## src/hw/rtl/fspa_pkg.sv

```systemverilog
// Shared types, constants and codes of the fragmented slot pool allocator.
`timescale 1ns / 1ps
`default_nettype none

package fspa_pkg;

  localparam int unsigned MAX_FRAGMENTS = 64;
  localparam int unsigned MAX_SLOTS     = 256;

  localparam int unsigned SLOT_CNT_W   = 9;
  localparam int unsigned FRAG_ID_W    = 6;
  localparam int unsigned SLOT_W       = 8;
  localparam int unsigned LIVE_TOTAL_W = 15;
  localparam int unsigned FSLOTS_W     = 9;
  localparam int unsigned INIT_W       = 7;
  localparam int unsigned CFG_IDX_W    = 2;
  localparam int unsigned CFG_DATA_W   = 9;

  localparam logic [FSLOTS_W-1:0] FSLOTS_RST = 9'd256;
  localparam logic [INIT_W-1:0]   INIT_RST   = 7'd8;

  localparam logic [CFG_IDX_W-1:0] REG_FRAGMENT_SLOTS    = 2'd0;
  localparam logic [CFG_IDX_W-1:0] REG_INITIAL_FRAGMENTS = 2'd1;

  localparam logic OP_ALLOC   = 1'b0;
  localparam logic OP_RELEASE = 1'b1;

  typedef enum logic [1:0] {
    STATUS_OK        = 2'd0,
    STATUS_EXHAUSTED = 2'd1,
    STATUS_RANGE     = 2'd2,
    STATUS_EMPTY     = 2'd3
  } status_e;

  typedef enum logic [1:0] {
    ST_IDLE,
    ST_EXEC,
    ST_SEARCH
  } state_e;

  typedef struct packed {
    logic                 op;
    logic [FRAG_ID_W-1:0] frag_sel;
  } in_word_t;

  typedef struct packed {
    logic [1:0]              status;
    logic [FRAG_ID_W-1:0]    fragment;
    logic [SLOT_W-1:0]       slot;
    logic [LIVE_TOTAL_W-1:0] live_total;
  } out_word_t;

  typedef struct packed {
    logic [CFG_IDX_W-1:0]  index;
    logic [CFG_DATA_W-1:0] wdata;
  } cfg_word_t;

  // Per-fragment counters held in the RAM.
  typedef struct packed {
    logic [SLOT_CNT_W-1:0] live;
    logic [SLOT_CNT_W-1:0] next_slot;
  } entry_t;

  typedef struct packed {
    logic in_ready;
    logic cfg_ready;
    logic exec;
    logic search;
  } cmd_t;

  typedef struct packed {
    logic out_free;
    logic need_search;
  } sts_t;

endpackage

`default_nettype wire

```

## src/hw/rtl/fspa_stream_if.sv

```systemverilog
// Valid/ready channel carrying one word of a given type.
`timescale 1ns / 1ps
`default_nettype none

interface fspa_stream_if #(
  parameter type T = logic
) ();
  logic valid;
  logic ready;
  T     data;

  modport source (output valid, output data, input ready);
  modport sink   (input valid, input data, output ready);
endinterface

`default_nettype wire

```

## src/hw/rtl/fspa_ram.sv

```systemverilog
// Generic single-write, single-read RAM with registered read data.
`timescale 1ns / 1ps
`default_nettype none

module fspa_ram #(
  parameter int unsigned Width = 8,
  parameter int unsigned Depth = 16
) (
  input  wire logic                                       clk_i,
  input  wire logic                                       we_i,
  input  wire logic [((Depth > 1) ? $clog2(Depth) : 1)-1:0] waddr_i,
  input  wire logic [Width-1:0]                           wdata_i,
  input  wire logic                                       re_i,
  input  wire logic [((Depth > 1) ? $clog2(Depth) : 1)-1:0] raddr_i,
  output logic      [Width-1:0]                           rdata_o
);

  logic [Width-1:0] mem_q [Depth];

  always_ff @(posedge clk_i) begin
    if (we_i) begin
      mem_q[waddr_i] <= wdata_i;
    end
    if (re_i) begin
      rdata_o <= mem_q[raddr_i];
    end
  end

endmodule

`default_nettype wire

```

## src/hw/rtl/fspa_ctrl.sv

```systemverilog
// Sequencer: accept, read-modify-write, optional room search.
`timescale 1ns / 1ps
`default_nettype none

module fspa_ctrl (
  input  wire logic         clk_i,
  input  wire logic         rst_ni,
  input  wire logic         in_valid_i,
  input  wire logic         cfg_valid_i,
  input  wire fspa_pkg::sts_t sts_i,
  output fspa_pkg::cmd_t    cmd_o
);

  fspa_pkg::state_e state_q, state_d;

  always_ff @(posedge clk_i or negedge rst_ni) begin
    if (!rst_ni) begin
      state_q <= fspa_pkg::ST_IDLE;
    end else begin
      state_q <= state_d;
    end
  end

  always_comb begin
    state_d = state_q;
    case (state_q)
      fspa_pkg::ST_IDLE: begin
        if (in_valid_i && !cfg_valid_i) state_d = fspa_pkg::ST_EXEC;
      end
      fspa_pkg::ST_EXEC: begin
        if (sts_i.out_free) begin
          state_d = sts_i.need_search ? fspa_pkg::ST_SEARCH : fspa_pkg::ST_IDLE;
        end
      end
      fspa_pkg::ST_SEARCH: begin
        state_d = fspa_pkg::ST_IDLE;
      end
      default: begin
        state_d = fspa_pkg::ST_IDLE;
      end
    endcase
  end

  always_comb begin
    cmd_o = '0;
    case (state_q)
      fspa_pkg::ST_IDLE: begin
        // configuration wins a tie with an item
        cmd_o.cfg_ready = 1'b1;
        cmd_o.in_ready  = !cfg_valid_i;
      end
      fspa_pkg::ST_EXEC: begin
        cmd_o.exec = sts_i.out_free;
      end
      fspa_pkg::ST_SEARCH: begin
        cmd_o.search = 1'b1;
      end
      default: begin
        cmd_o = '0;
      end
    endcase
  end

endmodule

`default_nettype wire

```

## src/hw/rtl/fspa_datapath.sv

```systemverilog
// Pool state, counter RAM, room search and result register.
`timescale 1ns / 1ps
`default_nettype none

module fspa_datapath #(
  parameter int unsigned MaxFragments = fspa_pkg::MAX_FRAGMENTS
) (
  input  wire logic                clk_i,
  input  wire logic                rst_ni,
  input  wire fspa_pkg::cmd_t      cmd_i,
  output fspa_pkg::sts_t           sts_o,
  input  wire logic                in_valid_i,
  input  wire fspa_pkg::in_word_t  in_data_i,
  input  wire logic                cfg_valid_i,
  input  wire fspa_pkg::cfg_word_t cfg_data_i,
  output logic                     out_valid_o,
  input  wire logic                out_ready_i,
  output fspa_pkg::out_word_t      out_data_o
);

  localparam int unsigned IdxW  = (MaxFragments > 1) ? $clog2(MaxFragments) : 1;
  localparam int unsigned ActW  = $clog2(MaxFragments + 1);
  localparam int unsigned CmpW  = ActW + fspa_pkg::FRAG_ID_W;
  localparam int unsigned LiveW = $clog2(MaxFragments * fspa_pkg::MAX_SLOTS + 1);
  localparam int unsigned SW    = fspa_pkg::SLOT_CNT_W;
  localparam int unsigned EntW  = $bits(fspa_pkg::entry_t);

  function automatic logic [ActW-1:0] eff_init(input logic [fspa_pkg::INIT_W-1:0] v);
    if (v == '0) begin
      eff_init = ActW'(1);
    end else if (32'(v) > MaxFragments) begin
      eff_init = ActW'(MaxFragments);
    end else begin
      eff_init = ActW'(v);
    end
  endfunction

  // configuration and pool state
  logic [fspa_pkg::FSLOTS_W-1:0] fs_q;
  logic [fspa_pkg::INIT_W-1:0]   init_q;
  logic [ActW-1:0]               act_q;
  logic [IdxW-1:0]               cur_q;
  logic                          cur_vld_q;
  logic [LiveW-1:0]              live_q;
  logic [MaxFragments-1:0]       vld_q;
  logic [MaxFragments-1:0]       room_q;
  logic                          out_vld_q;
  fspa_pkg::out_word_t           out_q;

  // item held during its update
  logic                          op_q;
  logic [fspa_pkg::FRAG_ID_W-1:0] fid_q;
  logic [IdxW-1:0]               addr_q;

  logic                in_acc, cfg_acc, reinit;
  logic [fspa_pkg::INIT_W-1:0] init_new;
  logic [IdxW-1:0]     rd_addr;
  logic [EntW-1:0]     rdata;
  fspa_pkg::entry_t    entry, wentry;
  logic [SW-1:0]       cap, ns_inc, lv_dec;
  logic                exhausted, full, fid_ok, wr_en, need_search;
  fspa_pkg::out_word_t res;
  logic [MaxFragments-1:0] cand;
  logic                hit;
  logic [IdxW-1:0]     hit_idx;

  assign in_acc  = in_valid_i && cmd_i.in_ready;
  assign cfg_acc = cfg_valid_i && cmd_i.cfg_ready;
  assign reinit  = cfg_acc && (cfg_data_i.index == fspa_pkg::REG_FRAGMENT_SLOTS ||
                               cfg_data_i.index == fspa_pkg::REG_INITIAL_FRAGMENTS);
  assign init_new = (cfg_data_i.index == fspa_pkg::REG_INITIAL_FRAGMENTS) ?
                    cfg_data_i.wdata[fspa_pkg::INIT_W-1:0] : init_q;

  // allocate goes to the current fragment, or to a new one if none is current
  assign rd_addr = (in_data_i.op == fspa_pkg::OP_RELEASE) ? IdxW'(in_data_i.frag_sel) :
                   (cur_vld_q ? cur_q : IdxW'(act_q));

  fspa_ram #(
    .Width (EntW),
    .Depth (MaxFragments)
  ) u_ram (
    .clk_i   (clk_i),
    .we_i    (cmd_i.exec && wr_en),
    .waddr_i (addr_q),
    .wdata_i (wentry),
    .re_i    (in_acc),
    .raddr_i (rd_addr),
    .rdata_o (rdata)
  );

  always_comb begin
    if (fs_q == '0) begin
      cap = SW'(1);
    end else if (32'(fs_q) > fspa_pkg::MAX_SLOTS) begin
      cap = SW'(fspa_pkg::MAX_SLOTS);
    end else begin
      cap = SW'(fs_q);
    end
  end

  // never-written entries read as zero
  assign entry     = vld_q[addr_q] ? fspa_pkg::entry_t'(rdata) : '0;
  assign ns_inc    = entry.next_slot + SW'(1);
  assign lv_dec    = entry.live - SW'(1);
  assign full      = ns_inc >= cap;
  assign exhausted = !cur_vld_q && (act_q == ActW'(MaxFragments));
  assign fid_ok    = CmpW'(fid_q) < CmpW'(act_q);

  always_comb begin
    wr_en       = 1'b0;
    need_search = 1'b0;
    wentry      = entry;
    res         = '0;
    if (op_q == fspa_pkg::OP_ALLOC) begin
      if (exhausted) begin
        res.status = fspa_pkg::STATUS_EXHAUSTED;
      end else begin
        wr_en            = 1'b1;
        wentry.live      = entry.live + SW'(1);
        wentry.next_slot = ns_inc;
        need_search      = full;
        res.status       = fspa_pkg::STATUS_OK;
        res.fragment     = fspa_pkg::FRAG_ID_W'(addr_q);
        res.slot         = entry.next_slot[fspa_pkg::SLOT_W-1:0];
      end
    end else begin
      if (!fid_ok) begin
        res.status = fspa_pkg::STATUS_RANGE;
      end else if (entry.live == '0) begin
        res.status = fspa_pkg::STATUS_EMPTY;
      end else begin
        wr_en            = 1'b1;
        wentry.live      = lv_dec;
        wentry.next_slot = (lv_dec == '0) ? '0 : entry.next_slot;
        res.status       = fspa_pkg::STATUS_OK;
      end
    end
    res.live_total = fspa_pkg::LIVE_TOTAL_W'(live_q);
    if (wr_en) begin
      res.live_total = (op_q == fspa_pkg::OP_ALLOC) ?
                       fspa_pkg::LIVE_TOTAL_W'(live_q + LiveW'(1)) :
                       fspa_pkg::LIVE_TOTAL_W'(live_q - LiveW'(1));
    end
  end

  // lowest active fragment with room
  always_comb begin
    hit     = 1'b0;
    hit_idx = '0;
    for (int i = 0; i < MaxFragments; i++) begin
      cand[i] = room_q[i] && (ActW'(i) < act_q);
    end
    for (int i = MaxFragments - 1; i >= 0; i--) begin
      if (cand[i]) begin
        hit     = 1'b1;
        hit_idx = IdxW'(i);
      end
    end
  end

  assign sts_o.out_free    = !out_vld_q || out_ready_i;
  assign sts_o.need_search = need_search;

  always_ff @(posedge clk_i) begin
    if (in_acc) begin
      op_q   <= in_data_i.op;
      fid_q  <= in_data_i.frag_sel;
      addr_q <= rd_addr;
    end
    if (cmd_i.exec) begin
      out_q <= res;
    end
  end

  always_ff @(posedge clk_i or negedge rst_ni) begin
    if (!rst_ni) begin
      fs_q      <= fspa_pkg::FSLOTS_RST;
      init_q    <= fspa_pkg::INIT_RST;
      act_q     <= eff_init(fspa_pkg::INIT_RST);
      cur_q     <= '0;
      cur_vld_q <= 1'b1;
      live_q    <= '0;
      vld_q     <= '0;
      room_q    <= '1;
      out_vld_q <= 1'b0;
    end else begin
      if (reinit) begin
        if (cfg_data_i.index == fspa_pkg::REG_FRAGMENT_SLOTS) begin
          fs_q <= cfg_data_i.wdata;
        end
        init_q    <= init_new;
        act_q     <= eff_init(init_new);
        cur_q     <= '0;
        cur_vld_q <= 1'b1;
        live_q    <= '0;
        vld_q     <= '0;
        room_q    <= '1;
      end
      if (cmd_i.exec && wr_en) begin
        vld_q[addr_q] <= 1'b1;
        if (op_q == fspa_pkg::OP_ALLOC) begin
          if (!cur_vld_q) act_q <= act_q + ActW'(1);
          cur_q          <= addr_q;
          cur_vld_q      <= !full;
          room_q[addr_q] <= !full;
          live_q         <= live_q + LiveW'(1);
        end else begin
          if (lv_dec == '0) begin
            room_q[addr_q] <= 1'b1;
            if (cur_q == addr_q) cur_vld_q <= 1'b1;
          end
          live_q <= live_q - LiveW'(1);
        end
      end
      if (cmd_i.search && hit) begin
        cur_q     <= hit_idx;
        cur_vld_q <= 1'b1;
      end
      if (cmd_i.exec) begin
        out_vld_q <= 1'b1;
      end else if (out_ready_i) begin
        out_vld_q <= 1'b0;
      end
    end
  end

  assign out_valid_o = out_vld_q;
  assign out_data_o  = out_q;

endmodule

`default_nettype wire

```

## src/hw/rtl/fragmented_slot_pool_allocator_top.sv

```systemverilog
// Top level of the fragmented slot pool allocator.
`timescale 1ns / 1ps
`default_nettype none

// Slab-style pool allocator with a bump index per fragment. Each input word is an
// allocate (op 0) or a release (op 1, naming a fragment) and yields exactly one
// result word: status, fragment, slot and the live total after the operation.
// Words are handled one at a time. The accept cycle ends with the fragment's
// counters read from the counter RAM; the update state then writes them back and
// loads the result register, and the next word can be taken once the sequencer
// is back in idle. An allocate that fills its fragment also passes through a
// search state, in which a priority encoder over the per-fragment room bits
// picks the lowest active fragment with space. The result register lets the
// next word in while a result still waits; an item stalls in its update cycle
// only if the previous result has not been taken. Configuration writes
// (fragment_slots at index 0, initial_fragments at index 1) are taken only while
// no item is in flight and reset the whole pool at once; per-fragment valid bits
// stand in for clearing the RAM, so there is no clearing pass after reset.
// Out-of-range values are saturated; initial_fragments keeps only its low 7 bits.

module fragmented_slot_pool_allocator_top #(
  parameter int unsigned MaxFragments = fspa_pkg::MAX_FRAGMENTS
) (
  input  wire logic     clk_i,
  input  wire logic     rst_ni,
  fspa_stream_if.sink   in_i,
  fspa_stream_if.source out_o,
  fspa_stream_if.sink   cfg_i
);

  fspa_pkg::cmd_t cmd;
  fspa_pkg::sts_t sts;

  fspa_ctrl u_ctrl (
    .clk_i       (clk_i),
    .rst_ni      (rst_ni),
    .in_valid_i  (in_i.valid),
    .cfg_valid_i (cfg_i.valid),
    .sts_i       (sts),
    .cmd_o       (cmd)
  );

  fspa_datapath #(
    .MaxFragments (MaxFragments)
  ) u_dp (
    .clk_i       (clk_i),
    .rst_ni      (rst_ni),
    .cmd_i       (cmd),
    .sts_o       (sts),
    .in_valid_i  (in_i.valid),
    .in_data_i   (in_i.data),
    .cfg_valid_i (cfg_i.valid),
    .cfg_data_i  (cfg_i.data),
    .out_valid_o (out_o.valid),
    .out_ready_i (out_o.ready),
    .out_data_o  (out_o.data)
  );

  // ready words come straight from the sequencer
  assign in_i.ready  = cmd.in_ready;
  assign cfg_i.ready = cmd.cfg_ready;

endmodule

`default_nettype wire

```

## src/flat_wrapper.sv

```systemverilog
// flat-port wrapper written by rule: the top's interface ports become plain ports
module fragmented_slot_pool_allocator_top_flat 
#(
  parameter int unsigned MaxFragments = fspa_pkg::MAX_FRAGMENTS
)
  (clk_i, rst_ni, in_i_valid, in_i_data, in_i_ready, out_o_valid, out_o_data, out_o_ready, cfg_i_valid, cfg_i_data, cfg_i_ready);
  fspa_stream_if in_i_i ();
  fspa_stream_if out_o_i ();
  fspa_stream_if cfg_i_i ();
  input  wire logic clk_i;
  input  wire logic rst_ni;
  input wire logic [$bits(in_i_i.valid)-1:0] in_i_valid;
  input wire logic [$bits(in_i_i.data)-1:0] in_i_data;
  output wire logic [$bits(in_i_i.ready)-1:0] in_i_ready;
  output wire logic [$bits(out_o_i.valid)-1:0] out_o_valid;
  output wire logic [$bits(out_o_i.data)-1:0] out_o_data;
  input wire logic [$bits(out_o_i.ready)-1:0] out_o_ready;
  input wire logic [$bits(cfg_i_i.valid)-1:0] cfg_i_valid;
  input wire logic [$bits(cfg_i_i.data)-1:0] cfg_i_data;
  output wire logic [$bits(cfg_i_i.ready)-1:0] cfg_i_ready;
  assign in_i_i.valid = in_i_valid;
  assign in_i_i.data = in_i_data;
  assign in_i_ready = in_i_i.ready;
  assign out_o_valid = out_o_i.valid;
  assign out_o_data = out_o_i.data;
  assign out_o_i.ready = out_o_ready;
  assign cfg_i_i.valid = cfg_i_valid;
  assign cfg_i_i.data = cfg_i_data;
  assign cfg_i_ready = cfg_i_i.ready;
  fragmented_slot_pool_allocator_top #(.MaxFragments(MaxFragments)) u_core (.clk_i(clk_i), .rst_ni(rst_ni), .in_i(in_i_i), .out_o(out_o_i), .cfg_i(cfg_i_i));
endmodule
```

## config.mk

```make
export PLATFORM = sky130hd
export DESIGN_NAME = fragmented_slot_pool_allocator_top_flat
export DESIGN_NICKNAME = d
export VERILOG_FILES = /design/src/hw/rtl/fspa_pkg.sv /design/src/hw/rtl/fspa_stream_if.sv /design/src/hw/rtl/fspa_ram.sv /design/src/hw/rtl/fspa_ctrl.sv /design/src/hw/rtl/fspa_datapath.sv /design/src/hw/rtl/fragmented_slot_pool_allocator_top.sv /design/src/flat_wrapper.sv
export SDC_FILE = /design/constraint.sdc
export NUM_CORES = 1
export LEC_CHECK = 0
export BUFFER_PORTS_ARGS = -buffer_cell sky130_fd_sc_hd__buf_2
export CAP_MARGIN = 20
export CELL_PAD_IN_SITES_DETAIL_PLACEMENT = 0
export CELL_PAD_IN_SITES_GLOBAL_PLACEMENT = 1
export CORE_MARGIN = 1
export CORE_UTILIZATION = 56
export CTS_CLUSTER_SIZE = 24
export DETAILED_ROUTE_END_ITERATION = 12
export PLACE_DENSITY = 0.82
export REMOVE_ABC_BUFFERS = 1
export SYNTH_ARGS = -nofsm -noshare
export SYNTH_HDL_FRONTEND = slang
export SYNTH_SLANG_ARGS = --single-unit
```

## constraint.sdc

```tcl
create_clock -name clk_i -period 8.6 [get_ports clk_i]
set_input_delay 2.15 -clock clk_i [delete_from_list [all_inputs] [get_ports clk_i]]
set_output_delay 2.15 -clock clk_i [all_outputs]
set_load 0.02 [all_outputs]
```

==> summary.md <==
| Metric | Value |
|---|---|
| Hold-fix buffers, CTS | `0` |
| Total GRT Usage | `29.2%` |
| Crit end category | `flip-flop` |
| Synth area leader | `edfxtp_1` |
| Ys Warns | `0` |
| Root buffer cell | `clkbuf_16` |
| Cell Count, Final, Fillers Out | `3582` |
| Top post-synthesis cells by area | `edfxtp_1 (55%), nand2_1 (9.0%), dfrtp_1 (6.2%)` |
| Vias | `22323` |
| Final min period | `5.06 ns` |
| Setup Fix Bufs, Post-CTS | `0` |
| First-pass GRT wire length | `129000 µm` |
| CTS Buffer Depth | `3` |
| Synth async-reset ratio | `19.9%` |
| Crit path required time | `9.11 ns` |
| Layout area overhead | `9.56%` |
| Cell variety after synth | `88` |
| Mapped Area | `32200 µm²` |
| Clock Pin Slew Worst Setup and Hold Paths | `0.06 ns` |
| Post-synth EDFFs | `592` |
| Setup CP Type | `reg -> reg` |
| Pwr/cell area | `243 nW/µm²` |
| Run status | `finished, final reports clean` |
| Final setup vio count | `0` |
| # IOs | `11` |
| Worst hold path depth | `2` |
| WHS | `0.477 ns` |
| Drt pass-1 iters | `6` |
| Crit Path Max Fanout | `66` |
| IO buf count | `8` |
| Period utilization | `58.8%` |
| Worst-Skew Late Latency | `0.64 ns` |
| Average wire per standard cell | `23.9 µm` |
| Top-count cell post-synth | `nand2_1` |
| Placed insts | `3445` |
| Placer Congestion | `0.888` |
| # DRC | `0` |
| Vias in the first global route | `21104` |
| Syn_area_per_cell | `11.4 µm²` |
| Top-area cell type share of the netlist area | `55.2%` |
| Routed vias/inst | `6.23` |
| Final Hold Violating Endpoints | `0` |
| RSZ-0062 raised after global routing | `no` |
| Max VDD drop | `0.160 mV` |
| Reg2Reg Depth | `16` |
| GRT overflow | `0` |
| DP HPWL | `50800 µm` |
| Share of layout cells above drive strength 1 | `10.8%` |
| Antenna cells | `0` |
| PostCTS Resize Cnt | `0` |
| Commonest register cell after synthesis | `edfxtp_1` |
| Final Skew | `0.0289 ns` |
| Site row count | `87` |
| Pwr Total | `8600 µW` |
| Final Max Slew Viols | `0` |
| P_leak | `0.0134 µW` |
| DIE HEIGHT | `242 µm` |
| CP arrival | `5.57 ns` |
| Num CTS Buffers | `75` |
| Initial Util | `56.9%` |
| Max Freq | `198 MHz` |
| Die footprint | `58500 µm²` |
| Synth cell count leaders | `nand2_1 (776), edfxtp_1 (592), nand3_1 (308)` |
| CTS tree | `built` |
| First-iteration detailed-routing DRC count | `2520` |
| Largest net degree at the start of global routing | `204` |
| Max_cap viols | `0` |
| Initial antenna violation count | `0` |
| Post-Route WL | `85600 µm` |
| Antenna-violating nets left | `0` |
| Hold WC Path Type | `reg -> reg` |
| Worst slew pin tran | `1.09 ns` |
| Htree depth | `3` |
| Seq/Total Area, Yosys | `66.8%` |
| Nets@finish | `2779` |
| Worst slew margin | `27.3%` |
| # clock sinks | `739` |
| Die W | `242 µm` |
| Critical path launch point type | `flip-flop` |
| Cells after Synth | `2826` |
| Core area | `56600 µm²` |
| Register bit total from synthesis | `739` |
## cells in the final DEF, fill, tap and decap left out, drive strengths merged, types with 9 or more instances in the layout
master / netlist / layout
buf: 58 / 52
a21oi: 67 / 67
edfxtp: 592 / 592
mux4: 12 / 12
o211ai: 13 / 13
nand2b: 13 / 13
nor3: 36 / 36
a21o: 21 / 21
o22ai: 11 / 11
nand4: 9 / 9
clkinv: 1 / 25
a211oi: 11 / 11
nor2: 65 / 65
a31oi: 30 / 30
nor2b: 13 / 13
clkbuf: 130 / 103
inv: 71 / 77
and3: 50 / 50
nand2: 776 / 776
nand3: 308 / 308
a311oi: 91 / 91
o21ai: 158 / 158
dfrtp: 80 / 80
dfstp: 67 / 67
## cell families (layout without fill, tap and decap cells)
| family | after synthesis | count (layout) | share of synthesized area [%] |
|---|---|---|---|
| muxes | 25 | 25 | 1.28 |
| xor gates and xnor gates | 10 | 10 | 0.272 |
| DFF | 739 | 739 | 66.8 |
| adders and majority gates | 6 | 6 | 0.225 |
| and+or+nand+nor | 1314 | 1314 | 18.0 |
| buffers and inverters | 260 | 260 | 3.42 |
| AOI/OAI and AO/OA | 472 | 472 | 9.98 |
## registers in the layout, indices dropped and copies added (netlist names), 2 cells and up
name,flops
u_core.u_dp.u_ram.rdata_o,9
u_core.u_dp.u_ram.mem_q,576
u_core.u_dp.vld_q,64
u_core.u_dp.cur_q,6
u_core.u_dp.act_q,7
u_core.u_dp.addr_q,6
u_core.u_ctrl.state_q,2
u_core.u_dp.room_q,64
## metal layers
layer / track usage [%] / vias up / routed length, µm
met4: 9.42 / 0 / 2290
met1: 41.9 / 11140 / 35800
li1: - / 10146 / -
met2: 46.0 / 907 / 40600
met5: 0 / - / 0
met3: 4.70 / 130 / 6900
## critical path: stages, from the launching register on
cell	delay, ns
edfxtp_1	0.33
buf_4	0.40
mux4_2	0.57
mux2i_1	0.33
o22ai_1	0.15
nor3_1	0.14
and3_1	0.72
nor2b_1	0.24
ha_1	0.30
nand3_1	0.14
nor2_1	0.07
xnor2_1	0.14
nor2_1	0.06
ha_1	0.31
a31o_2	0.14
buf_4	0.61
o21ai_0	0.22
## final timing paths
kind	start	endpoint	slack [ns]
max in group asynchronous	rst_ni	u_core.u_dp.vld_q[44]	5.57
hold / removal	u_core.u_dp.vld_q[16]	u_core.u_dp.vld_q[16]	0.48
setup reg to reg	u_core.u_dp.addr_q[0]	u_core.u_dp.room_q[35]	3.54
setup / recovery	u_core.u_dp.addr_q[0]	u_core.u_dp.room_q[35]	3.54
min in group asynchronous	rst_ni	u_core.u_dp.act_q[1]	1.55
hold reg to reg	u_core.u_dp.vld_q[16]	u_core.u_dp.vld_q[16]	0.48
## where the power goes
part,internal [µW],leakage [µW],switching (µW)
combinational,387,0.00502,1040
sequential,3960,0.00721,42.9
clock,1790,0.00115,1370
## cell type report
| class | count | area (µm²) |
|---|---|---|
| clock inverter | 33 | 269 |
| clock buffer | 103 | 2080 |
| fill | 4446 | 21300 |
| tap | 756 | 946 |
| inverter | 72 | 283 |
| sequential | 739 | 21500 |
| timing repair buffer | 52 | 454 |
| multi-input combinational | 1827 | 9740 |
## through the flow
step,util (%),setup TNS [ns],instance area (µm²),worst slack (ns)
floorplan,-,-139.57,31400,-14.05
global placement,58.1,0,32900,3.61
detailed placement,58.2,0,32900,3.60
CTS,62.3,0,35300,3.59
global route,62.4,0,35300,3.16
finish,62.4,0,35300,3.54
(Power assumes the default switching activity.)
